--- src/rtl/wia_pkg.sv ---
// Shared types and constants for the 512-bit wide integer ALU.
package wia_pkg;

   localparam int LIMB_W    = 64;
   localparam int HALF_W    = 32;
   localparam int INDEX_W   = 3;
   localparam int NUM_LIMBS = 8;

   typedef enum logic [1:0] {
      FUNC_ADD = 2'd0,
      FUNC_SUB = 2'd1,
      FUNC_MUL = 2'd2,
      FUNC_XOR = 2'd3
   } func_type;

   typedef enum logic [2:0] {
      S_LOAD  = 3'd0,
      S_RD    = 3'd1,
      S_EX    = 3'd2,
      S_OUT   = 3'd3,
      S_MRD   = 3'd4,
      S_MPP   = 3'd5,
      S_MFIN  = 3'd6,
      S_MEMIT = 3'd7
   } state_type;

   // Sequencer to datapath controls
   typedef struct packed {
      logic     clear;       // start of a run: clear carry and accumulator
      logic     ex_en;       // add, subtract or xor one limb
      logic     first_limb;  // limb zero is being worked on
      logic     mul_en;      // issue one 32x32 partial product
      logic [1:0] mul_q;     // which half pair the partial product uses
      logic     emit_mul;    // take one column out of the accumulator
      func_type op;
   } ctrl_type;

endpackage

--- src/rtl/wia_datapath.sv ---
// Limb datapath: carry chain adder, shared 32x32 multiplier and column accumulator.
module wia_datapath #(
   parameter int NUM_LIMBS = wia_pkg::NUM_LIMBS
) (
   input  logic                       clock,
   input  logic                       reset,
   input  wia_pkg::ctrl_type          ctrl,
   input  logic [wia_pkg::LIMB_W-1:0] a_data,
   input  logic [wia_pkg::LIMB_W-1:0] b_data,
   output logic [wia_pkg::LIMB_W-1:0] result_limb
);

   localparam int LW    = wia_pkg::LIMB_W;
   localparam int HW    = wia_pkg::HALF_W;
   // column sum of up to NUM_LIMBS full products plus carried columns
   localparam int ACC_W = 2 * LW + $clog2(NUM_LIMBS) + 1;

   logic           carry_ff, carry_in;
   logic [ACC_W-1:0] acc_ff, acc_in;
   logic [LW-1:0]  mul_ff, mul_in;
   logic [1:0]     msh_ff, msh_in;
   logic           mpend_ff, mpend_in;
   logic [LW-1:0]  out_ff, out_in;

   logic [LW:0]    sum_w;
   logic [LW:0]    diff_w;
   logic [HW-1:0]  mul_x, mul_y;
   logic [ACC_W-1:0] addend;

   always_comb begin
      sum_w  = {1'b0, a_data} + {1'b0, b_data} + {{LW{1'b0}}, carry_ff};
      diff_w = {1'b0, a_data} - {1'b0, b_data} - {{LW{1'b0}}, carry_ff};

      // select half limbs and weight of this partial product
      mul_x  = ctrl.mul_q[1] ? a_data[LW-1:HW] : a_data[HW-1:0];
      mul_y  = ctrl.mul_q[0] ? b_data[LW-1:HW] : b_data[HW-1:0];
      addend = ACC_W'(mul_ff) << {msh_ff, 5'd0};

      carry_in = carry_ff;
      out_in   = out_ff;
      acc_in   = acc_ff;
      mul_in   = mul_ff;
      msh_in   = msh_ff;
      mpend_in = 1'b0;

      // one limb of add, subtract or xor
      if (ctrl.ex_en) begin
         case (ctrl.op)
            wia_pkg::FUNC_ADD: begin
               out_in   = sum_w[LW-1:0];
               carry_in = sum_w[LW];
            end
            wia_pkg::FUNC_SUB: begin
               out_in   = diff_w[LW-1:0];
               carry_in = diff_w[LW];
            end
            wia_pkg::FUNC_XOR: begin
               out_in = ctrl.first_limb ? (a_data ^ b_data) : a_data;
            end
            default: begin
               out_in = out_ff;
            end
         endcase
      end

      // multiply into a register, then add to the accumulator in the next cycle
      if (ctrl.mul_en) begin
         mul_in   = mul_x * mul_y;
         msh_in   = {ctrl.mul_q[1] & ctrl.mul_q[0], ctrl.mul_q[1] ^ ctrl.mul_q[0]};
         mpend_in = 1'b1;
      end

      if (ctrl.clear) begin
         carry_in = 1'b0;
         acc_in   = '0;
      end else if (mpend_ff) begin
         acc_in = acc_ff + addend;
      end else if (ctrl.emit_mul) begin
         out_in = acc_ff[LW-1:0];
         acc_in = acc_ff >> LW;
      end
   end

   // Control state
   always_ff @(posedge clock) begin
      if (reset) begin
         mpend_ff <= 1'b0;
      end else begin
         mpend_ff <= mpend_in;
      end
   end

   // Payload registers
   always_ff @(posedge clock) begin
      carry_ff <= carry_in;
      acc_ff   <= acc_in;
      mul_ff   <= mul_in;
      msh_ff   <= msh_in;
      out_ff   <= out_in;
   end

   assign result_limb = out_ff;

   // A column is never read out while a partial product is still being added
   a_emit_after_add: assert property (@(posedge clock) disable iff (reset)
      ctrl.emit_mul |-> !mpend_ff)
      else $error("column emitted with a partial product pending");

   // Every issued partial product is added in the next cycle
   a_mul_accumulates: assert property (@(posedge clock) disable iff (reset)
      ctrl.mul_en && !ctrl.clear |=> mpend_ff)
      else $error("partial product not accumulated");

endmodule

--- config.mk ---
export PLATFORM = sky130hd
export DESIGN_NAME = wia_datapath
export DESIGN_NICKNAME = d
export VERILOG_FILES = /design/src/rtl/wia_pkg.sv /design/src/rtl/wia_datapath.sv
export SDC_FILE = /design/constraint.sdc
export NUM_CORES = 2
export LEC_CHECK = 0
export BUFFER_PORTS_ARGS = -buffer_cell sky130_fd_sc_hd__buf_2
export CORE_UTILIZATION = 45
export CTS_CLUSTER_DIAMETER = 120
export DETAILED_ROUTE_END_ITERATION = 16
export PLACE_DENSITY = 0.7
export SETUP_SLACK_MARGIN = 0.02
export SKIP_CTS_REPAIR_TIMING = 1
export SLEW_MARGIN = 20
export SYNTH_ARGS = -nofsm -noshare
export SYNTH_HDL_FRONTEND = slang
export SYNTH_SLANG_ARGS = --single-unit
--- constraint.sdc ---
create_clock -name clock -period 13.08 [get_ports clock]
set_input_delay 1.308 -clock clock [delete_from_list [all_inputs] [get_ports clock]]
set_output_delay 1.308 -clock clock [all_outputs]
set_load 0.01 [all_outputs]
==> impl_metrics.env <==
export IMPL_outcome="finished clean"
export IMPL_clk_path_buf_depth=3
export IMPL_holdWs_ns=0.492
export IMPL_worstPathArrival_ns=10.77
export IMPL_crit_path_start_kind="primary input"
export IMPL_initial_core_util=0.453
export IMPL_vias=59500
export IMPL_hpwl_um=219000
export IMPL_r2r_slack_ns=6.72
export IMPL_wl_um=267000
export IMPL_gp_congestion=1.07
export IMPL_grt_overflow_total=0
export IMPL_synth_edf_count=66
export IMPL_design_area_mm2=0.0663
export IMPL_placedCellCount=9467
export IMPL_nNetsFinal=9336
export IMPL_antenna_found_initial=27
export IMPL_clock_fmax_mhz=95.6
export IMPL_synthToLayoutAreaGrowth_pct=6.39
export IMPL_die_height_um=374
export IMPL_top_level_ports=203
export IMPL_cts_root_buf="clkbuf_16"
export IMPL_instances_no_fill=9548
export IMPL_synth_area_mm2=0.0623
export IMPL_cp_slowest_cell="mux2i_4"
export IMPL_avgSynthCellArea_um2=8.01
export IMPL_min_period_ns=10.46
export IMPL_synth_fp_nets=9405
export IMPL_floorplan_core_area_mm2=0.137
export IMPL_finalHoldViolCount=0
export IMPL_async_flop_share=0
export IMPL_final_layout_size_suffix_gt1_frac=0.0688
export IMPL_htreeDepth=2
export IMPL_synth_area_top_cells="fa_1, ha_1, inv_1"
export IMPL_required_ns=13.39
export IMPL_slowest_delay_ns=0.96
export IMPL_skew_ns=0.0381
export IMPL_vias_per_cell=6.23
export IMPL_grt_pass1_vias=58000
export IMPL_ys_ff_latch=264
export IMPL_synth_warning_count=0
export IMPL_cts_sinks=264
export IMPL_setup_viol=0
export IMPL_worst_setup_path_end_kind="flip-flop"
export IMPL_placed_cell_area_mm2=0.0651
export IMPL_synth_top_cell_area_share=0.289
export IMPL_dieArea_mm2=0.140
export IMPL_path_clk_slew_ns=0.06
export IMPL_rsz0062_at_grt="false"
export IMPL_cts_tree="done"
export IMPL_slew_headroom=0.196
export IMPL_drtIter0Drc=6802
export IMPL_worst_path_stages=28
export IMPL_critPathTopFamily="adder cells"
export IMPL_clk_latency_ns=0.58
export IMPL_drc=0
export IMPL_wl_per_cell_um=28.0
export IMPL_crit_top_cell="fa_1"
export IMPL_path_buf_inv=6
export IMPL_path_class="primary input to flip-flop"
export IMPL_r2r_cells=19
export IMPL_ys_seq_area_frac=0.0954
export IMPL_cp_max_fo=45
export IMPL_min_path_cells=2
export IMPL_io_buffers=202
export IMPL_yosys_area_top_type="fa_1"
export IMPL_worst_pin_slew_ns=1.21
export IMPL_hold_class="flip-flop to flip-flop"
export IMPL_maxSlewViolCount=0
export IMPL_post_route_period_util=0.800
export IMPL_syn_inst=7780
export IMPL_grt_max_degree=98
export IMPL_grt_first_pass_wirelength_um=386000
export IMPL_maxCapViolCount=0
export IMPL_dieWidth_um=374
export IMPL_fin_tns_setup_ns=0
export IMPL_numCtsBuffers=36
export IMPL_dr_pass1_iters=6
export IMPL_ys_types=107
export IMPL_grt_usage=0.374
export IMPL_placementRows=136
export IMPL_ys_dominant_reg_cell="dfxtp_1"
export IMPL_ant_nets=0
-- worst reg2reg max path: stages, from the launching register on --
cell and delay, ns:
edfxtp_1 0.36, buf_4 0.33, nor2_1 0.23, buf_4 0.31, and2_1 0.20, ha_1 0.19
inv_1 0.07, fa_1 0.42, nand2b_1 0.20, a21oi_2 0.25, o211ai_2 0.17, a2111oi_2 0.49
nor2_1 0.14, o21a_1 0.31, o41ai_1 0.97, nand3_1 0.22, o21ai_0 0.80, a211oi_1 0.25
xnor2_1 0.22, o21ai_0 0.10
-- kinds of logic (layout without fill, tap and decap cells) --
family	Yosys count	in the layout	synth area share
adder cells (fa/ha/maj)	1486	1486	0.407
XOR/XNOR	285	285	0.0400
other	0	16	0
AND/OR/NAND/NOR	2345	2345	0.164
multiplexers	105	105	0.0175
buffers and inverters	1545	1503	0.0937
flip-flops	264	264	0.0954
AO/OA/AOI/OAI	1750	1750	0.183
-- final timing paths --
path                                                from                  endpoint
worst max-delay path                             ctrl[3]      mul_ff[63]$_DFFE_PP_
worst min-delay path            acc_ff[123]$_SDFFE_PP0P_  acc_ff[123]$_SDFFE_PP0P_
worst max register to register       msh_ff[0]$_DFFE_PP_   acc_ff[86]$_SDFFE_PP0P_
worst min register to register  acc_ff[123]$_SDFFE_PP0P_  acc_ff[123]$_SDFFE_PP0P_
-- cell usage in the layout (no fill, tap or decap), drive strengths merged, types with 46 or more instances in the layout --
cell / count
inv: 1125
fa: 901
nand2: 898
nor2: 869
ha: 585
a21oi: 457
o21ai: 424
buf: 312
dfxtp: 198
a21o: 185
xnor2: 185
a211oi: 154
nor2b: 129
xor2: 100
nand4: 99
o21bai: 77
nor3: 73
mux2i: 72
edfxtp: 66
o21a: 64
nand3: 60
and2: 57
a31oi: 46
clkbuf: 46
-- cells in the mapped netlist, types with 28 or more instances --
cell type,instances
xnor2_1,185
clkbuf_1,364
a21oi_1,446
o21a_1,64
buf_1,29
a211oi_1,152
mux2_2,33
fa_1,901
o22ai_1,36
a21o_1,185
xor2_1,100
nor3_1,71
o21bai_1,76
a31oi_1,45
o211ai_1,37
nand2b_1,28
dfxtp_1,198
nand3_1,60
and3_1,32
a221oi_1,29
nand2_1,898
edfxtp_1,66
ha_1,585
and2_1,57
a22o_1,37
o21ai_0,383
nor2_1,869
inv_1,1122
mux2i_1,72
nor2b_1,129
nand4_1,96
o21ai_1,37
-- sequential cells by signal, summed over array words and instances, names as in the netlist --
name / count
carry_ff: 1
acc_ff: 132
result_limb: 64
mpend_ff: 1
mul_ff: 64
msh_ff: 2
-- final cells by class --
cell class / count / area, um^2
diodes: 16 / 40.0
clock buffers: 46 / 1010
clock inverters: 19 / 199
fillers: 13400 / 71200
inverters: 1126 / 4230
multi-input cells: 5971 / 50800
flip-flops and latches: 264 / 5950
well taps: 1794 / 2240
repair buffers: 312 / 1860
-- per-layer routing --
metal | GRT usage | wire length (um) | vias to the layer above
met4 | 0.238 | 20400 | 24
met1 | 0.479 | 102000 | 29400
met3 | 0.0962 | 30600 | 862
li1 | - | - | 25500
met5 | 0.00652 | 280 | -
met2 | 0.559 | 114000 | 3611
-- stage by stage --
stage | util | setup WS (ns)
global placement | 0.473 | 2.24
global route | 0.482 | 2.31
CTS | 0.482 | 2.75
finish | 0.482 | 2.62
detailed placement | 0.473 | 2.18
floorplan | - | 3.09
Power is not shown: default switching activity piles up to over one toggle a cycle in this logic, so the estimate is an artifact.
