$ cat config.mk
export PLATFORM = sky130hd
export DESIGN_NAME = wia_ram
export DESIGN_NICKNAME = d
export VERILOG_FILES = /design/src/rtl/wia_ram.sv
export SDC_FILE = /design/constraint.sdc
export NUM_CORES = 1
export LEC_CHECK = 0
export BUFFER_PORTS_ARGS = -buffer_cell sky130_fd_sc_hd__buf_2
export CORE_MARGIN = 4
export CORE_UTILIZATION = 35
export CTS_CLUSTER_SIZE = 40
export DETAILED_ROUTE_END_ITERATION = 10
export GPL_ROUTABILITY_DRIVEN = 0
export PLACE_DENSITY_LB_ADDON = 0.05
export SYNTH_ARGS = -nofsm -noshare
export SYNTH_HDL_FRONTEND = slang
export SYNTH_SLANG_ARGS = --single-unit
$ cat constraint.sdc
create_clock -name clock -period 6.8 [get_ports clock]
set_input_delay 0.34 -clock clock [delete_from_list [all_inputs] [get_ports clock]]
set_output_delay 0.34 -clock clock [all_outputs]
set_load 0.02 [all_outputs]
$ cat src/rtl/wia_ram.sv
// Generic single-write, single-read RAM with registered read data.
module wia_ram #(
   parameter int WIDTH = 64,
   parameter int DEPTH = 8
) (
   input  logic                     clock,
   input  logic                     wr_en,
   input  logic [$clog2(DEPTH)-1:0] wr_addr,
   input  logic [WIDTH-1:0]         wr_data,
   input  logic                     rd_en,
   input  logic [$clog2(DEPTH)-1:0] rd_addr,
   output logic [WIDTH-1:0]         rd_data
);

   logic [WIDTH-1:0] mem_ff [DEPTH];
   logic [WIDTH-1:0] rd_data_ff;

   // Write port
   always_ff @(posedge clock) begin
      if (wr_en) begin
         mem_ff[wr_addr] <= wr_data;
      end
   end

   // Registered read, hold when not enabled
   always_ff @(posedge clock) begin
      if (rd_en) begin
         rd_data_ff <= mem_ff[rd_addr];
      end
   end

   assign rd_data = rd_data_ff;

endmodule

==> Flow_metrics.wiki, run 1 <==
{| class="wikitable"
! Metric !! Value
|-
| Run status || finished, final reports clean
|-
| Yosys top cell by area || sky130_fd_sc_hd__edfxtp_1
|-
| First-pass DRT Iterations || 4
|-
| Initial antenna violation count || 3
|-
| Worst IR drop on VDD || 0.000198 V
|-
| I/O Pins || 137
|-
| Post-DP HPWL || about 22000 µm
|-
| Global-route track usage on met3 || 0.0262
|-
| Post-synthesis share of cell area spent on xor and xnor gates || 0
|-
| Cell at the slowest stage of the critical path || sky130_fd_sc_hd__nor2_4
|-
| Ranking of synthesized cells by instance count || sky130_fd_sc_hd__edfxtp_1 (576), sky130_fd_sc_hd__mux4_2 (128), sky130_fd_sc_hd__mux2_2 (64), sky130_fd_sc_hd__buf_6 (11)
|-
| EDFF count, synth || 576
|-
| CP max stage delay || 0.88 ns
|-
| Synth warnings || 0
|-
| Register-to-register setup slack || about 5.4 ns
|-
| Number of sinks driven by the clock tree || 576
|-
| Number of remaining DRC errors || 0
|-
| Final design utilization || 0.426
|-
| Fraction of met2 tracks used by global routing || 0.239
|-
| Via density || 4.88
|-
| Ranking of synthesized cells by area || sky130_fd_sc_hd__edfxtp_1 (82%), sky130_fd_sc_hd__mux4_2 (14%), sky130_fd_sc_hd__mux2_2 (3.4%)
|-
| CP max FO || 40
|-
| Max Clk Rate || 460 MHz
|-
| Arithmetic-cell share of the synthesized area counting full adders, half adders and majority gates || 0
|-
| Crit. End Element || register
|-
| Critical path capture point || mem_ff[3][29]$_DFFE_PP_
|-
| Layout Cells excl Fill || 1885
|-
| Deepest clock path buffer count || 3
|-
| Total power per unit cell area || 301 nW/µm²
|-
| Register bit count reported by yosys || between 500 and 600
|-
| Cell area after synthesis || around 21000 µm²
|-
| CP Class || primary input to register
|-
| Total setup buffers inserted after CTS || 0
|-
| Total power || 7.63 mW
|-
| Worst Clk Skew || 0.0142 ns
|-
| Met1 Use GR || 0.199
|-
| Via count of the first global-routing pass || 9880
|-
| Primary FF master, synth || sky130_fd_sc_hd__edfxtp_1
|-
| Startpoint of the lowest-slack register-to-register path || mem_ff[7][18]$_DFFE_PP_
|-
| Worst-Skew Late Latency || 0.61 ns
|-
| Cell variety after synth || 12
|-
| Type of the worst min-delay path || primary input to register
|-
| Setup repair after global routing missed its margin || false
|-
| TritonCTS clock tree || built
|-
| Die outline area || ~65000 µm²
|-
| Leftover overflow at the end of global routing || 0
|-
| Synth Net Count || 889
|-
| Critical Path Source Type || primary input
|-
| Floorplan die width || 254 µm
|-
| Worst hold slack || 0.0500 ns
|-
| Core region area || 59500 µm²
|-
| Fraction of synthesized cell area taken by the top area cell type || 0.816
|-
| Most instantiated library cell after synthesis || sky130_fd_sc_hd__edfxtp_1
|-
| Static Leakage || 8.19 nW
|-
| Routed length per instance || 24.6 µm
|-
| Cell at the root of the clock tree || sky130_fd_sc_hd__clkbuf_16
|-
| Post-synthesis simple-gate area fraction || 0.00278
|-
| Synthesized instance count || between 800 and 900
|-
| Fraction of layout instances using a drive strength above 1 || 0.387
|-
| Endpoint of the most critical register-to-register path || rd_data[18]$_DFFE_PP_
|-
| Number of max-cap violations || 0
|-
| Maximum number of pins on one net before global-route repair || 110
|-
| Mean instance size in the synthesized netlist || between 20 and 30 µm²
|-
| CP arrival || 2.40 ns
|-
| Actual slew at the worst max-slew pin || 1.07 ns
|-
| H-tree Lvls || 2
|-
| Grt peak-use layer || met2
|-
| Number of slew-limit violations in the final report || 0
|-
| Total Nets Final || 1133
|-
| Time the worst path needs with I/O delays and setup || around 2.2 ns
|-
| Violation count after the first detailed-routing iteration || 535
|-
| Hold violation count in the final report || 0
|-
| Total track usage || 0.145
|-
| Multiplexer fraction of the synthesized cell area || 0.170
|-
| Count of input and output buffers || 136
|-
| Initial core utilization || 0.356
|-
| Worst Reg2Reg Path Length in Cells || 2
|-
| Max-slew headroom at the worst pin || 0.282
|-
| Total detailed-routing wirelength || around 46000 µm
|-
| Required time reported for the critical path endpoint || 7.03 ns
|-
| Clock transition at the registers of the reported paths || 0.06 ns
|-
| Residual antenna-violating net count after detailed routing || 0
|-
| Post-synthesis sequential area ratio || 0.816
|-
| Final clock period utilization by the worst path || 0.319
|-
| Number of setup violations in the final report || 0
|-
| Main combinational cell family by area after synthesis || multiplexers
|-
| Placement Rows || 89
|-
| Complex-gate fraction of the synthesized area || 0
|-
| Global-route wire length before repair || 67900 µm
|-
| Total number of vias || just over 9000
|-
| Startpoint of the most critical setup path || wr_addr[2]
|-
| Vertical die dimension || 254 µm
|-
| Sequence of cells on the critical path || buf_2 -> nand2b_1 -> nor2_4 -> buf_4
|-
| Setup total negative slack || 0 ns
|-
| P&R area growth vs syn || 19.5%
|-
| Cell total after placement || approximately 1700
|-
| Total clock buffers created by CTS || 61
|-
| Fraction of registers with async set or reset after synthesis || 0
|}
-- how the worst min path moves through the flow --
stage	start	to	slack [ns]	cells past startpoint
2_1_floorplan	wr_data[0]	mem_ff[0][0]$_DFFE_PP_	0.44	0
3_5_place_dp	wr_data[39]	mem_ff[7][39]$_DFFE_PP_	0.61	1
5_1_grt	wr_data[31]	mem_ff[3][31]$_DFFE_PP_	0.03	1
3_3_place_gp	wr_data[9]	mem_ff[2][9]$_DFFE_PP_	0.62	1
6_report	wr_data[31]	mem_ff[3][31]$_DFFE_PP_	0.05	1
4_1_cts	wr_data[31]	mem_ff[3][31]$_DFFE_PP_	0.007	1
-- kinds of logic (layout without fill, tap and decap cells) --
logic type	after synthesis	after routing
buffers and inverters	35	329
AND/OR/NAND/NOR	13	13
other	0	2
flip-flops	576	576
multiplexers	192	192
-- flip-flops by register name (all words and copies together), names as in the netlist --
| register | flops |
|---|---|
| mem_ff | 512 |
| rd_data | 64 |
-- critical path, delay by kind of cell --
family	cells	cell delay, ns
simple gates	2	1.17
buf+inv	2	0.86
-- routing by layer --
layer / wire length (µm) / up-vias
li1: - / 4011
met1: 20700 / 4965
met2: 22900 / 160
met3: 1790 / 69
met4: 875 / 2
met5: 13 / -
-- placed cells by master, fill, tap and decap left out --
cell type	Yosys	final
sky130_fd_sc_hd__buf_12	0	1
sky130_fd_sc_hd__buf_6	11	1
sky130_fd_sc_hd__clkinv_1	0	27
sky130_fd_sc_hd__buf_4	3	18
sky130_fd_sc_hd__clkbuf_16	0	63
sky130_fd_sc_hd__diode_2	0	2
sky130_fd_sc_hd__clkbuf_8	0	1
sky130_fd_sc_hd__mux2_2	64	64
sky130_fd_sc_hd__nor3_2	0	2
sky130_fd_sc_hd__clkinv_2	0	9
sky130_fd_sc_hd__nand2_1	2	2
sky130_fd_sc_hd__clkbuf_1	9	9
sky130_fd_sc_hd__dlygate4sd3_1	0	63
sky130_fd_sc_hd__inv_6	0	1
sky130_fd_sc_hd__inv_8	0	1
sky130_fd_sc_hd__bufinv_16	0	3
sky130_fd_sc_hd__nand2b_1	3	3
sky130_fd_sc_hd__buf_2	3	132
sky130_fd_sc_hd__mux4_2	128	128
sky130_fd_sc_hd__nor2_4	0	6
sky130_fd_sc_hd__edfxtp_1	576	576
-- through the flow --
stage	worst slack (ns)	area [µm²]
after floorplan	1.36	21200
after global placement	3.91	22800
after detailed placement	3.90	22800
after CTS	4.57	25300
after global routing	4.48	25300
final	4.63	25300
-- what timing repair did --
item / CTS / global route
hold buffers: 63 / 0
gates resized for setup: 0 / 0
endpoints found under the hold margin: 501 / 0
-- power by group --
group	switching (mW)	internal (mW)	leakage, nW
logic	0.243	0.195	1.99
registers	0.0323	4.06	5.28
clock network	1.32	1.79	0.917
-- final cells by class --
cell class	instances	area [µm²]
diodes	2	5.00
well taps	773	967
clock buffers	72	1610
repair buffers	216	1470
multi-input cells	205	3720
clock inverters	41	256
fillers	5221	34100
flip-flops and latches	576	17300
(Power assumes the default switching activity.)
==> inputs of run 2 (changes only) <==
==> constraint.sdc (replaced) <==
create_clock -name clock -period 2 [get_ports clock]
set_input_delay 0.1 -clock clock [delete_from_list [all_inputs] [get_ports clock]]
set_output_delay 0.1 -clock clock [all_outputs]
set_load 0.02 [all_outputs]
==> Flow_metrics.wiki, run 2 (same netlist as run 1, synthesis figures left out) <==
{| class="wikitable"
! Metric !! Value
|-
| Deepest clock path buffer count || 3
|-
| Worst IR drop on VDD || 0.000650 V
|-
| Reg area || approximately 17000 µm²
|-
| Total power per unit cell area || 990 nW/µm²
|-
| Core region area || 59500 µm²
|-
| Clock transition at the registers of the reported paths || 0.06 ns
|-
| Vertical die dimension || 254 µm
|-
| Share of power burned in combinational logic || 0.062
|-
| Leftover overflow at the end of global routing || 0
|-
| Cell at the slowest stage of the critical path || sky130_fd_sc_hd__dlygate4sd3_1
|-
| Flip-flop count of the largest register, all copies and words added || between 500 and 600
|-
| Actual slew at the worst max-slew pin || 0.549 ns
|-
| Critical Path Source Type || primary input
|-
| Type of the worst min-delay path || primary input to register
|-
| Total number of vias || 9280
|-
| Hold_sp || wr_en
|-
| Fraction of layout instances using a drive strength above 1 || 0.401
|-
| CP arrival || 1.75 ns
|-
| Placement Rows || just under 90
|-
| Static Leakage || about 8.4 nW
|-
| Number of max-cap violations || 0
|-
| Initial core utilization || 0.356
|-
| Psw || 5.34 mW
|-
| CP max stage delay || about 0.53 ns
|-
| Number of sinks driven by the clock tree || roughly 580
|-
| Floorplan die width || 254 µm
|-
| Worst-Skew Late Latency || 0.61 ns
|-
| Highest-count cells in the layout ignoring fill and taps || sky130_fd_sc_hd__edfxtp_1 (576), sky130_fd_sc_hd__buf_2 (132), sky130_fd_sc_hd__mux4_2 (128)
|-
| Total clock buffers created by CTS || 60
|-
| Area used by multi-input combinational logic || 3750 µm²
|-
| Proportion of total power due to net switching || 0.209
|-
| I/O Pins || 137
|-
| Cell at the root of the clock tree || sky130_fd_sc_hd__clkbuf_16
|-
| Worst Clk Skew || ~0.014 ns
|-
| First-pass DRT Iterations || 4
|-
| Worst hold slack || 0.0596 ns
|-
| Startpoint of the most critical setup path || wr_addr[2]
|-
| Total track usage || 0.145
|-
| Startpoint of the lowest-slack register-to-register path || mem_ff[5][16]$_DFFE_PP_
|-
| Max Clk Rate || a little under 700 MHz
|-
| Most frequent standard cell in the layout excluding fill and tap cells || sky130_fd_sc_hd__edfxtp_1
|-
| Residual antenna-violating net count after detailed routing || 0
|-
| Count of input and output buffers || 136
|-
| CP Class || primary input to register
|-
| Maximum number of pins on one net before global-route repair || 65
|-
| Clock share of power || 0.393
|-
| Hold violation count in the final report || 0
|-
| Final clock period utilization by the worst path || 0.724
|-
| H-tree Lvls || 2
|-
| TritonCTS clock tree || built
|-
| Setup repair after global routing missed its margin || false
|-
| Die outline area || around 65000 µm²
|-
| Total power || 25.5 mW
|-
| Time the worst path needs with I/O delays and setup || 1.45 ns
|-
| Post-DP HPWL || between 20000 and 25000 µm
|-
| Crit. End Element || register
|-
| Violation count after the first detailed-routing iteration || 499
|-
| Total setup buffers inserted after CTS || 0
|-
| Run status || finished, final reports clean
|-
| Total Nets Final || 1157
|-
| Sequence of cells on the critical path || dlygate4sd3_1 -> buf_2 -> nand2b_4 -> nor3_4 -> buf_12 -> buf_4
|-
| CP max FO || 27
|-
| Via count of the first global-routing pass || 10000
|-
| Max-slew headroom at the worst pin || 0.634
|-
| Total detailed-routing wirelength || around 46000 µm
|-
| Via density || 4.89
|-
| Routed length per instance || 24.4 µm
|-
| Internal Pwr Total || between 20 and 25 mW
|-
| Initial antenna violation count || 4
|-
| # fillers || 5118
|-
| Number of slew-limit violations in the final report || 0
|-
| P&R area growth vs syn || 21.6%
|-
| Required time reported for the critical path endpoint || 2.30 ns
|-
| Power share of the sequential group || 0.545
|-
| Number of remaining DRC errors || 0
|-
| Number of setup violations in the final report || 0
|-
| Top reg by flops || mem_ff
|-
| Global-route wire length before repair || slightly below 70000 µm
|}
run 2: changes by cell type in the layout (fill, tap and decap cells not counted), sizes merged:
cell	previous run	this run
dlygate4sd3	63	65
buf	152	175
diode	2	3
bufinv	3	1
clkinv	36	21
clkbuf	73	77
run 2: final timing paths:
path	endpoint	slack, ns	cells past startpoint
worst min register to register	rd_data[58]$_DFFE_PP_	0.76	2
worst max-delay path	mem_ff[0][41]$_DFFE_PP_	0.55	6
worst min-delay path	mem_ff[6][52]$_DFFE_PP_	0.06	3
worst max register to register	rd_data[16]$_DFFE_PP_	0.61	2
run 2: timing repair:
item,4_1_cts,5_1_grt
gates resized for setup,0,0
endpoints found under the hold margin,514,0
hold buffers,65,0
run 2: metal layers:
layer / track usage / vias up / wire length (µm) / share of wire
li1: - / 4053 / - / -
met1: 0.206 / 4974 / 21300 / 0.46
met2: 0.233 / 179 / 22200 / 0.48
met3: 0.0303 / 72 / 2000 / 0.043
met4: 0.0328 / 2 / 780 / 0.017
met5: 0 / - / 13 / 0.00028
run 2: final cells by class:
type,instances,area share
Tap cell,773,0.0375
Antenna cell,3,0.000291
Clock buffer,76,0.0614
Timing Repair Buffer,241,0.0787
Multi-Input combinational cell,205,0.146
Clock inverter,24,0.00529
Sequential cell,576,0.671
run 2: stage by stage:
stage | cells | utilization | setup TNS, ns | area (µm²) | setup WS (ns)
final | 1898 | 0.433 | 0 | 25800 | 0.552
after global routing | 1897 | 0.433 | 0 | 25800 | 0.510
after CTS | 1895 | 0.433 | 0 | 25800 | 0.555
after detailed placement | 1730 | 0.393 | 0 | 23400 | 0.233
after global placement | 1730 | 0.393 | 0 | 23400 | 0.238
after floorplan | 816 | - | -142.15 | 21300 | -0.375
run 2: worst max-delay path, delay by kind of cell:
family	cells	cell delay, ns
and+or+nand+nor	2	0.41
buffers and inverters	4	1.21
run 2: power by group through the flow:
stage          sequential [mW]  combinational (mW)  clock (mW)
6_report                  13.9                1.58        10.0
5_1_grt                   13.9                1.72        10.9
4_1_cts                   13.9                1.64        10.4
3_5_place_dp              14.2                1.53           0
3_3_place_gp              14.2                1.52           0
2_1_floorplan             14.3               0.722           0
