## src/rtl/wia_pkg.sv

```systemverilog
// Shared types and constants for the 512-bit wide integer ALU.
package wia_pkg;

   localparam int LIMB_W    = 64;
   localparam int HALF_W    = 32;
   localparam int INDEX_W   = 3;
   localparam int NUM_LIMBS = 8;

   typedef enum logic [1:0] {
      FUNC_ADD = 2'd0,
      FUNC_SUB = 2'd1,
      FUNC_MUL = 2'd2,
      FUNC_XOR = 2'd3
   } func_type;

   typedef enum logic [2:0] {
      S_LOAD  = 3'd0,
      S_RD    = 3'd1,
      S_EX    = 3'd2,
      S_OUT   = 3'd3,
      S_MRD   = 3'd4,
      S_MPP   = 3'd5,
      S_MFIN  = 3'd6,
      S_MEMIT = 3'd7
   } state_type;

   // Sequencer to datapath controls
   typedef struct packed {
      logic     clear;       // start of a run: clear carry and accumulator
      logic     ex_en;       // add, subtract or xor one limb
      logic     first_limb;  // limb zero is being worked on
      logic     mul_en;      // issue one 32x32 partial product
      logic [1:0] mul_q;     // which half pair the partial product uses
      logic     emit_mul;    // take one column out of the accumulator
      func_type op;
   } ctrl_type;

endpackage

```

## src/rtl/wia_ctrl.sv

```systemverilog
// Sequencer: limb loading, per-limb add/sub/xor steps and product-scanning multiply order.
module wia_ctrl #(
   parameter int NUM_LIMBS = wia_pkg::NUM_LIMBS
) (
   input  logic                         clock,
   input  logic                         reset,
   input  logic                         req_valid,
   output logic                         req_stall,
   input  logic [1:0]                   req_func,
   output logic                         rsp_valid,
   input  logic                         rsp_stall,
   output logic [wia_pkg::INDEX_W-1:0]  rsp_result_index,
   output logic                         rsp_result_last,
   output logic                         wr_en,
   output logic [$clog2(NUM_LIMBS)-1:0] wr_addr,
   output logic                         rd_en,
   output logic [$clog2(NUM_LIMBS)-1:0] a_rd_addr,
   output logic [$clog2(NUM_LIMBS)-1:0] b_rd_addr,
   output wia_pkg::ctrl_type            ctrl
);

   localparam int CW = $clog2(NUM_LIMBS);
   localparam logic [CW-1:0] LAST = CW'(NUM_LIMBS - 1);

   wia_pkg::state_type state_ff, state_in;
   wia_pkg::func_type  func_ff, func_in;
   logic [CW-1:0] cnt_ff, cnt_in;
   logic [CW-1:0] l_ff, l_in;
   logic [1:0]    q_ff, q_in;
   logic          req_take, rsp_take;
   logic [CW+2:0] idx_ext;

   assign req_take = req_valid && !req_stall;
   assign rsp_take = rsp_valid && !rsp_stall;

   // Next state and outputs
   always_comb begin
      state_in = state_ff;
      func_in  = func_ff;
      cnt_in   = cnt_ff;
      l_in     = l_ff;
      q_in     = q_ff;

      ctrl            = '0;
      ctrl.op         = func_ff;
      ctrl.first_limb = (cnt_ff == '0);
      ctrl.mul_q      = q_ff;

      rd_en     = 1'b0;
      a_rd_addr = cnt_ff;
      b_rd_addr = (func_ff == wia_pkg::FUNC_XOR) ? '0 : cnt_ff;

      case (state_ff)
         wia_pkg::S_LOAD: begin
            if (req_take) begin
               if (cnt_ff == LAST) begin
                  func_in    = wia_pkg::func_type'(req_func);
                  cnt_in     = '0;
                  l_in       = '0;
                  ctrl.clear = 1'b1;
                  state_in   = (req_func == wia_pkg::FUNC_MUL) ? wia_pkg::S_MRD
                                                               : wia_pkg::S_RD;
               end else begin
                  cnt_in = cnt_ff + 1'b1;
               end
            end
         end
         wia_pkg::S_RD: begin
            rd_en    = 1'b1;
            state_in = wia_pkg::S_EX;
         end
         wia_pkg::S_EX: begin
            ctrl.ex_en = 1'b1;
            state_in   = wia_pkg::S_OUT;
         end
         wia_pkg::S_OUT: begin
            if (rsp_take) begin
               l_in = '0;
               if (cnt_ff == LAST) begin
                  cnt_in   = '0;
                  state_in = wia_pkg::S_LOAD;
               end else begin
                  cnt_in   = cnt_ff + 1'b1;
                  state_in = (func_ff == wia_pkg::FUNC_MUL) ? wia_pkg::S_MRD
                                                             : wia_pkg::S_RD;
               end
            end
         end
         wia_pkg::S_MRD: begin
            // fetch a[l] and b[k-l] for the current column k
            rd_en     = 1'b1;
            a_rd_addr = l_ff;
            b_rd_addr = cnt_ff - l_ff;
            q_in      = '0;
            state_in  = wia_pkg::S_MPP;
         end
         wia_pkg::S_MPP: begin
            ctrl.mul_en = 1'b1;
            if (q_ff == 2'd3) begin
               if (l_ff == cnt_ff) begin
                  state_in = wia_pkg::S_MFIN;
               end else begin
                  l_in     = l_ff + 1'b1;
                  state_in = wia_pkg::S_MRD;
               end
            end else begin
               q_in = q_ff + 1'b1;
            end
         end
         wia_pkg::S_MFIN: begin
            state_in = wia_pkg::S_MEMIT;
         end
         wia_pkg::S_MEMIT: begin
            ctrl.emit_mul = 1'b1;
            state_in      = wia_pkg::S_OUT;
         end
         default: begin
            state_in = wia_pkg::S_LOAD;
         end
      endcase
   end

   // Control registers
   always_ff @(posedge clock) begin
      if (reset) begin
         state_ff <= wia_pkg::S_LOAD;
         cnt_ff   <= '0;
         l_ff     <= '0;
         q_ff     <= '0;
      end else begin
         state_ff <= state_in;
         cnt_ff   <= cnt_in;
         l_ff     <= l_in;
         q_ff     <= q_in;
      end
   end

   // Held operation code
   always_ff @(posedge clock) begin
      func_ff <= func_in;
   end

   assign req_stall = (state_ff != wia_pkg::S_LOAD);
   assign rsp_valid = (state_ff == wia_pkg::S_OUT);
   assign wr_en     = req_take;
   assign wr_addr   = cnt_ff;

   // Index wraps modulo eight on wide configurations
   assign idx_ext          = {3'b000, cnt_ff};
   assign rsp_result_index = idx_ext[wia_pkg::INDEX_W-1:0];
   assign rsp_result_last  = (cnt_ff == LAST);

   // Final limb of an operand starts a run at limb zero
   a_run_starts: assert property (@(posedge clock) disable iff (reset)
      req_take && cnt_ff == LAST |=> cnt_ff == '0 && req_stall)
      else $error("run did not start after the final operand word");

   // Partial product index stays inside the current column
   a_column_bound: assert property (@(posedge clock) disable iff (reset)
      (state_ff == wia_pkg::S_MRD || state_ff == wia_pkg::S_MPP) |-> l_ff <= cnt_ff)
      else $error("partial product index outside column");

   // Last result word hands the block back to loading
   a_back_to_load: assert property (@(posedge clock) disable iff (reset)
      rsp_take && rsp_result_last |=> !req_stall && cnt_ff == '0)
      else $error("block not ready after the last result word");

endmodule

```

## config.mk

```make
export PLATFORM = sky130hd
export DESIGN_NAME = wia_ctrl
export DESIGN_NICKNAME = d
export VERILOG_FILES = /design/src/rtl/wia_pkg.sv /design/src/rtl/wia_ctrl.sv
export SDC_FILE = /design/constraint.sdc
export NUM_CORES = 1
export LEC_CHECK = 0
export BUFFER_PORTS_ARGS = -buffer_cell sky130_fd_sc_hd__buf_2
export CAP_MARGIN = 25
export CELL_PAD_IN_SITES_DETAIL_PLACEMENT = 0
export CELL_PAD_IN_SITES_GLOBAL_PLACEMENT = 1
export CORE_MARGIN = 2
export CORE_UTILIZATION = 36
export DETAILED_ROUTE_END_ITERATION = 10
export GPL_TIMING_DRIVEN = 0
export PLACE_DENSITY_LB_ADDON = 0.1
export SKIP_CTS_REPAIR_TIMING = 1
export SLEW_MARGIN = 20
export SYNTH_ARGS = -nofsm -noshare
export SYNTH_HDL_FRONTEND = slang
export SYNTH_SLANG_ARGS = --single-unit
```

## constraint.sdc

```tcl
create_clock -name clock -period 2.2 [get_ports clock]
set_input_delay 0.11 -clock clock [delete_from_list [all_inputs] [get_ports clock]]
set_output_delay 0.11 -clock clock [all_outputs]
set_load 0.01 [all_outputs]
```

==> results.json, run 1 <==
{
  "status": "completed",
  "h-tree-depth": 1,
  "use_met2": 0.239,
  "cts_tree": "done",
  "p_int_uw": 622,
  "core-area_sq_um": 2690,
  "synth-async-reset-ratio": 0,
  "swShare": 0.413,
  "grt_max_degree": 11,
  "dp.cells": 173,
  "path_buf_inv": 2,
  "syn-cell-area_sq_um": 1000,
  "cp.arrival_ns": 1.94,
  "hold_viol_final": 0,
  "fin_worst_skew_ns": 0.00202,
  "fp.dieW_um": 56.7,
  "syn2layout_area_growth_pct": 22.2,
  "relSlewSlack": 0.622,
  "slowest_delay_ns": 0.40,
  "n_fill_cell": 287,
  "tightest_slew_ns": 0.567,
  "startpoint_type": "register",
  "vias": 938,
  "leakagePower_nw": 0.595,
  "grt_use_met1": 0.216,
  "critPathCaptureType": "primary output",
  "clock.fmax_mhz": 487,
  "p_clk_frac": 0.144,
  "synth_flop_cell": "dfxtp_1",
  "ant_nets": 0,
  "ir_drop_mv": 0.391,
  "hold_ws_ns": 0.0166,
  "portBuffers": 31,
  "path_cells": "inv_1 -> ha_1 -> fa_1 -> xor2_1 -> nand2b_1 -> nand3_1 -> o21ai_0 -> buf_2",
  "wl_um": 2390,
  "setup_viol": 0,
  "syn_nets": 126,
  "min_period_over_period": 0.933,
  "drv_cap": 0,
  "wire_per_inst_um": 13.5,
  "worstPathRequired_ns": 2.09,
  "r2r_cells": 6,
  "num-nets-final": 162,
  "synth.distinct_cells": 44,
  "grt-busiest-layer": "met2",
  "clk_latency_ns": 0.28,
  "cts_buffers": 3,
  "final_max_slew_viol_count": 0,
  "total_power_mw": 1.06,
  "drt-initial-drc-count": 15,
  "powerDensity_nw_per_um2": 866,
  "yosysSeqAreaShare": 0.280,
  "final_cells": 177,
  "worstPathMaxFanout": 8,
  "dieArea_sq_um": 3220,
  "cp_top_family": "adder cells",
  "slowest_stage": "dfxtp_2",
  "viasPerCell": 5.30,
  "syn_area_per_cell_sq_um": 9.02,
  "final_cell_mix": "35 x buf_2, 10 x nor2_1, 10 x dfxtp_1",
  "drcViolationCount": 0,
  "antenna_found_initial": 0,
  "hp-class": "input port to register",
  "hold_depth": 1,
  "root_buffer": "clkbuf_4",
  "pin_count": 32,
  "setup_tns_ns": 0,
  "grt_pass1_vias": 859,
  "ys_warn_count": 0,
  "n_antenna_cell": 0,
  "p_switching_uw": 438,
  "rsz0062_at_grt": "false",
  "grt_pass1_wl_um": 3960,
  "cts_max_path_buffers": 2,
  "min_period_ns": 2.05,
  "path_class": "register to primary output",
  "final_common_cell": "buf_2",
  "layout-drive-gt1-share": 0.363,
  "overflow": 0,
  "die_h_um": 56.7,
  "seq_power_share": 0.305,
  "gp_congestion": 0.799,
  "p_comb_frac": 0.551,
  "crit_cells": 8,
  "ys_seq_elements": 13,
  "grt_use_met3": 0.0484,
  "path_clk_slew_ns": 0.08,
  "rows": 19,
  "synth_edf_count": 2,
  "synthCells": 111,
  "drt-pass1-iter-count": 6,
  "hpwlAfterDp_um": 1790,
  "initial_core_util": 0.373,
  "cts_num_sinks": 13,
  "gr-usage-all-layers": 0.156
}
## cell families after synthesis
kind of cell             count (synthesis)  synth area share
flip-flops                              13             0.280
buffers and inverters                   13            0.0800
XOR/XNOR                                 3            0.0263
AO/OA/AOI/OAI                           20             0.143
AND/OR/NAND/NOR                         48             0.297
multiplexers                             5            0.0537
adder cells (fa/ha/maj)                  9             0.120
## layout make-up
class	count	area, sq um	share of cell area
timing repair buffer	31	155	0.127
inverter	3	11.3	0.00920
multi-input combinational	85	642	0.525
clock buffer	4	26.3	0.0215
sequential	13	282	0.230
buffer	10	68.8	0.0562
tap	31	38.8	0.0317
## worst paths after layout
| check | end | slack, ns | start |
|---|---|---|---|
| min reg2reg | q_ff[1] | 0.53 | q_ff[1] |
| max reg2reg | state_ff[2] | 0.31 | rsp_result_index[1] |
| min | func_ff[0] | 0.02 | req_func[0] |
| max | b_rd_addr[2] | 0.15 | rsp_result_index[0] |
## layer usage
| layer | routed length [um] | share of wire |
|---|---|---|
| met1 | 1150 | 0.48 |
| met2 | 1100 | 0.46 |
| met3 | 120 | 0.050 |
| met4 | 19 | 0.0080 |
| met5 | 0 | 0 |
## stage by stage
step | cell area [sq um] | setup WS, ns | util
detailed placement | 1190 | 0.217 | 0.445
finish | 1220 | 0.147 | 0.456
floorplan | 1000 | 0.395 | -
global placement | 1190 | 0.200 | 0.445
global route | 1220 | 0.0172 | 0.456
CTS | 1220 | 0.0408 | 0.455
## Yosys cell counts, drive strengths merged (2+ instances only)
master	count	area (sq um)
o21ai	5	25.0
nand2b	3	18.8
a31oi	2	18.8
mux2i	2	20.0
or3b	2	20.0
a21oi	4	23.8
nand3	5	25.0
a22o	2	17.5
nor3	3	15.0
ha	8	100
mux2	3	33.8
dfxtp	11	220
or3	3	18.8
nor3b	2	15.0
edfxtp	2	60.1
nand3b	2	15.0
buf	9	65.1
nand2	7	26.3
nor2b	3	18.8
and3	2	12.5
nor2	10	37.5
xnor2	2	17.5
inv	3	11.3
## worst register-to-register path, cell delays in order (launching register included)
cell       delay [ns]
dfxtp_1          0.39
ha_1             0.24
ha_1             0.23
a2111oi_1        0.51
nor3_1           0.14
a22oi_1          0.20
nor2_1           0.06
## power by group through the flow
stage | clock, mW | combinational [mW] | sequential (mW)
2_1_floorplan | 0 | 0.415 | 0.322
3_3_place_gp | 0 | 0.577 | 0.325
3_5_place_dp | 0 | 0.582 | 0.327
4_1_cts | 0.162 | 0.586 | 0.321
5_1_grt | 0.173 | 0.655 | 0.329
6_report | 0.153 | 0.583 | 0.323
## sequential cells by signal (all words and copies together) (netlist names)
register          flops
state_ff              3
l_ff                  3
func_ff               2
rsp_result_index      3
q_ff                  2
No activity file was read; power rests on OpenSTA's default activity.
==> inputs of run 2 (changes only) <==
- ABC_AREA: default -> 1
- CORE_UTILIZATION: 36 -> 34
==> results.json, run 2 <==
{
  "startpoint": "rsp_result_index[0]",
  "drcViolationCount": 0,
  "h-tree-depth": 1,
  "critPathCaptureType": "primary output",
  "root_buffer": "clkbuf_4",
  "antenna_found_initial": 0,
  "final_cells": 201,
  "final_max_slew_viol_count": 0,
  "vias": 959,
  "final_common_cell": "buf_2",
  "crit_cells": 7,
  "fp.dieW_um": 56.9,
  "ys_top_cells_by_count": "28 x nand2_1, 16 x inv_1, 12 x nor2_1",
  "core-area_sq_um": 2710,
  "path_class": "register to primary output",
  "min_period_ns": 1.94,
  "wl_um": 2360,
  "gp_congestion": 0.760,
  "reg2reg_slack_ns": 0.56,
  "cts_num_sinks": 13,
  "clk_latency_ns": 0.28,
  "drv_cap": 0,
  "setup_tns_ns": 0,
  "syn_area_per_cell_sq_um": 7.05,
  "grt_pass1_wl_um": 3990,
  "setup_viol": 0,
  "synth_most_common_cell": "nand2_1",
  "yosysSeqAreaShare": 0.294,
  "cp.arrival_ns": 1.83,
  "overflow": 0,
  "hold_viol_final": 0,
  "grt_max_degree": 11,
  "clock.fmax_mhz": 515,
  "dp.cells": 197,
  "min_period_over_period": 0.883,
  "synth-async-reset-ratio": 0,
  "syn_nets": 150,
  "synth_edf_count": 2,
  "synthCells": 135,
  "initial_core_util": 0.351,
  "worstPathRequired_ns": 2.09,
  "ant_nets": 0,
  "slowest_delay_ns": 0.43,
  "synth.distinct_cells": 25,
  "num-nets-final": 186,
  "powerDensity_nw_per_um2": 419,
  "r2r-start": "rsp_result_index[1]",
  "gr-usage-all-layers": 0.160,
  "tightest_slew_ns": 0.297,
  "synth_flop_cell": "dfxtp_1",
  "yosys.area.top_type": "dfxtp_1",
  "fin_worst_skew_ns": 0.00471,
  "startpoint_type": "register",
  "cts_max_path_buffers": 2,
  "viasPerCell": 4.77,
  "slowest_stage": "dfxtp_1",
  "hpwlAfterDp_um": 1930,
  "rows": 19,
  "hp-class": "input port to register",
  "status": "completed",
  "syn2layout_area_growth_pct": 23.1,
  "rsz0062_at_grt": "false",
  "wire_per_inst_um": 11.8,
  "drt-pass1-iter-count": 4,
  "drt-initial-drc-count": 23,
  "cp_top_family": "adder cells",
  "ir_drop_mv": 0.240,
  "path_clk_slew_ns": 0.09,
  "ys_seq_elements": 13,
  "ys_warn_count": 0,
  "synth.area.top_cells": "dfxtp_1 23%, nand2_1 11%, ha_1 11%",
  "portBuffers": 31,
  "path_buf_inv": 3,
  "grt_pass1_vias": 903,
  "die_h_um": 56.9,
  "n_antenna_cell": 0,
  "worstPathMaxFanout": 6,
  "worstSetupEndpoint": "b_rd_addr[2]",
  "path_cells": "inv_1 -> ha_1 -> fa_1 -> inv_1 -> nor2_1 -> o22ai_1 -> buf_2",
  "r2r_cells": 8,
  "r2r-end": "l_ff[0]",
  "dieArea_sq_um": 3240,
  "cts_tree": "done",
  "pin_count": 32,
  "synth_top_cell_area_share": 0.231,
  "layout-drive-gt1-share": 0.329,
  "final_cell_mix": "32 x buf_2, 28 x nand2_1, 16 x inv_1",
  "leakagePower_nw": 0.616,
  "cts_buffers": 3,
  "relSlewSlack": 0.802,
  "cp_common_cell": "inv_1",
  "syn-cell-area_sq_um": 952
}
run 2: area by class of cell:
| class | count | area, sq um |
|---|---|---|
| Multi-Input combinational cell | 98 | 566 |
| Timing Repair Buffer | 31 | 155 |
| Clock buffer | 4 | 26.3 |
| Tap cell | 31 | 38.8 |
| Sequential cell | 13 | 280 |
| Inverter | 19 | 71.3 |
| Fill cell | 307 | 1540 |
| Buffer | 5 | 35.0 |
run 2: how the worst min path moves through the flow:
stage / start / to / slack (ns) / cells after the start
finish: req_func[0] / func_ff[0] / 0.02 / 1
global route: req_func[0] / func_ff[0] / 0.01 / 1
CTS: req_func[0] / func_ff[0] / 0.01 / 1
detailed placement: req_func[0] / func_ff[0] / 0.31 / 1
global placement: req_func[0] / func_ff[0] / 0.30 / 1
floorplan: reset / l_ff[2] / 0.18 / 1
run 2: routing by layer:
layer,global-route usage,wire (um)
met5,0,0
met4,0.0498,17
met3,0.0300,117
met2,0.261,1060
met1,0.213,1170
run 2: logic make-up after synthesis:
family,count (synthesis),synth area share
adder cells (fa/ha/maj),9,0.126
flip-flops,13,0.294
XOR/XNOR,1,0.00920
AO/OA/AOI/OAI,25,0.148
buffers and inverters,24,0.112
AND/OR/NAND/NOR,63,0.310
run 2: stage by stage:
step                      hold WS [ns]   util  power [mW]  instance area (sq um)  setup WS [ns]
after global placement           0.304  0.423       0.343                   1150          0.554
after global routing           0.00986  0.433       0.527                   1170          0.100
after floorplan                  0.179      -       0.309                    952          0.639
after detailed placement         0.306  0.423       0.343                   1150          0.547
after CTS                       0.0137  0.433       0.503                   1170          0.231
final                           0.0229  0.433       0.491                   1170          0.258
run 2: report_power, final:
part	total, mW	internal [mW]	switching, mW
combinational	0.0825	0.0366	0.0459
sequential	0.253	0.246	0.00783
clock	0.155	0.0702	0.0851
total	0.491	0.352	0.139
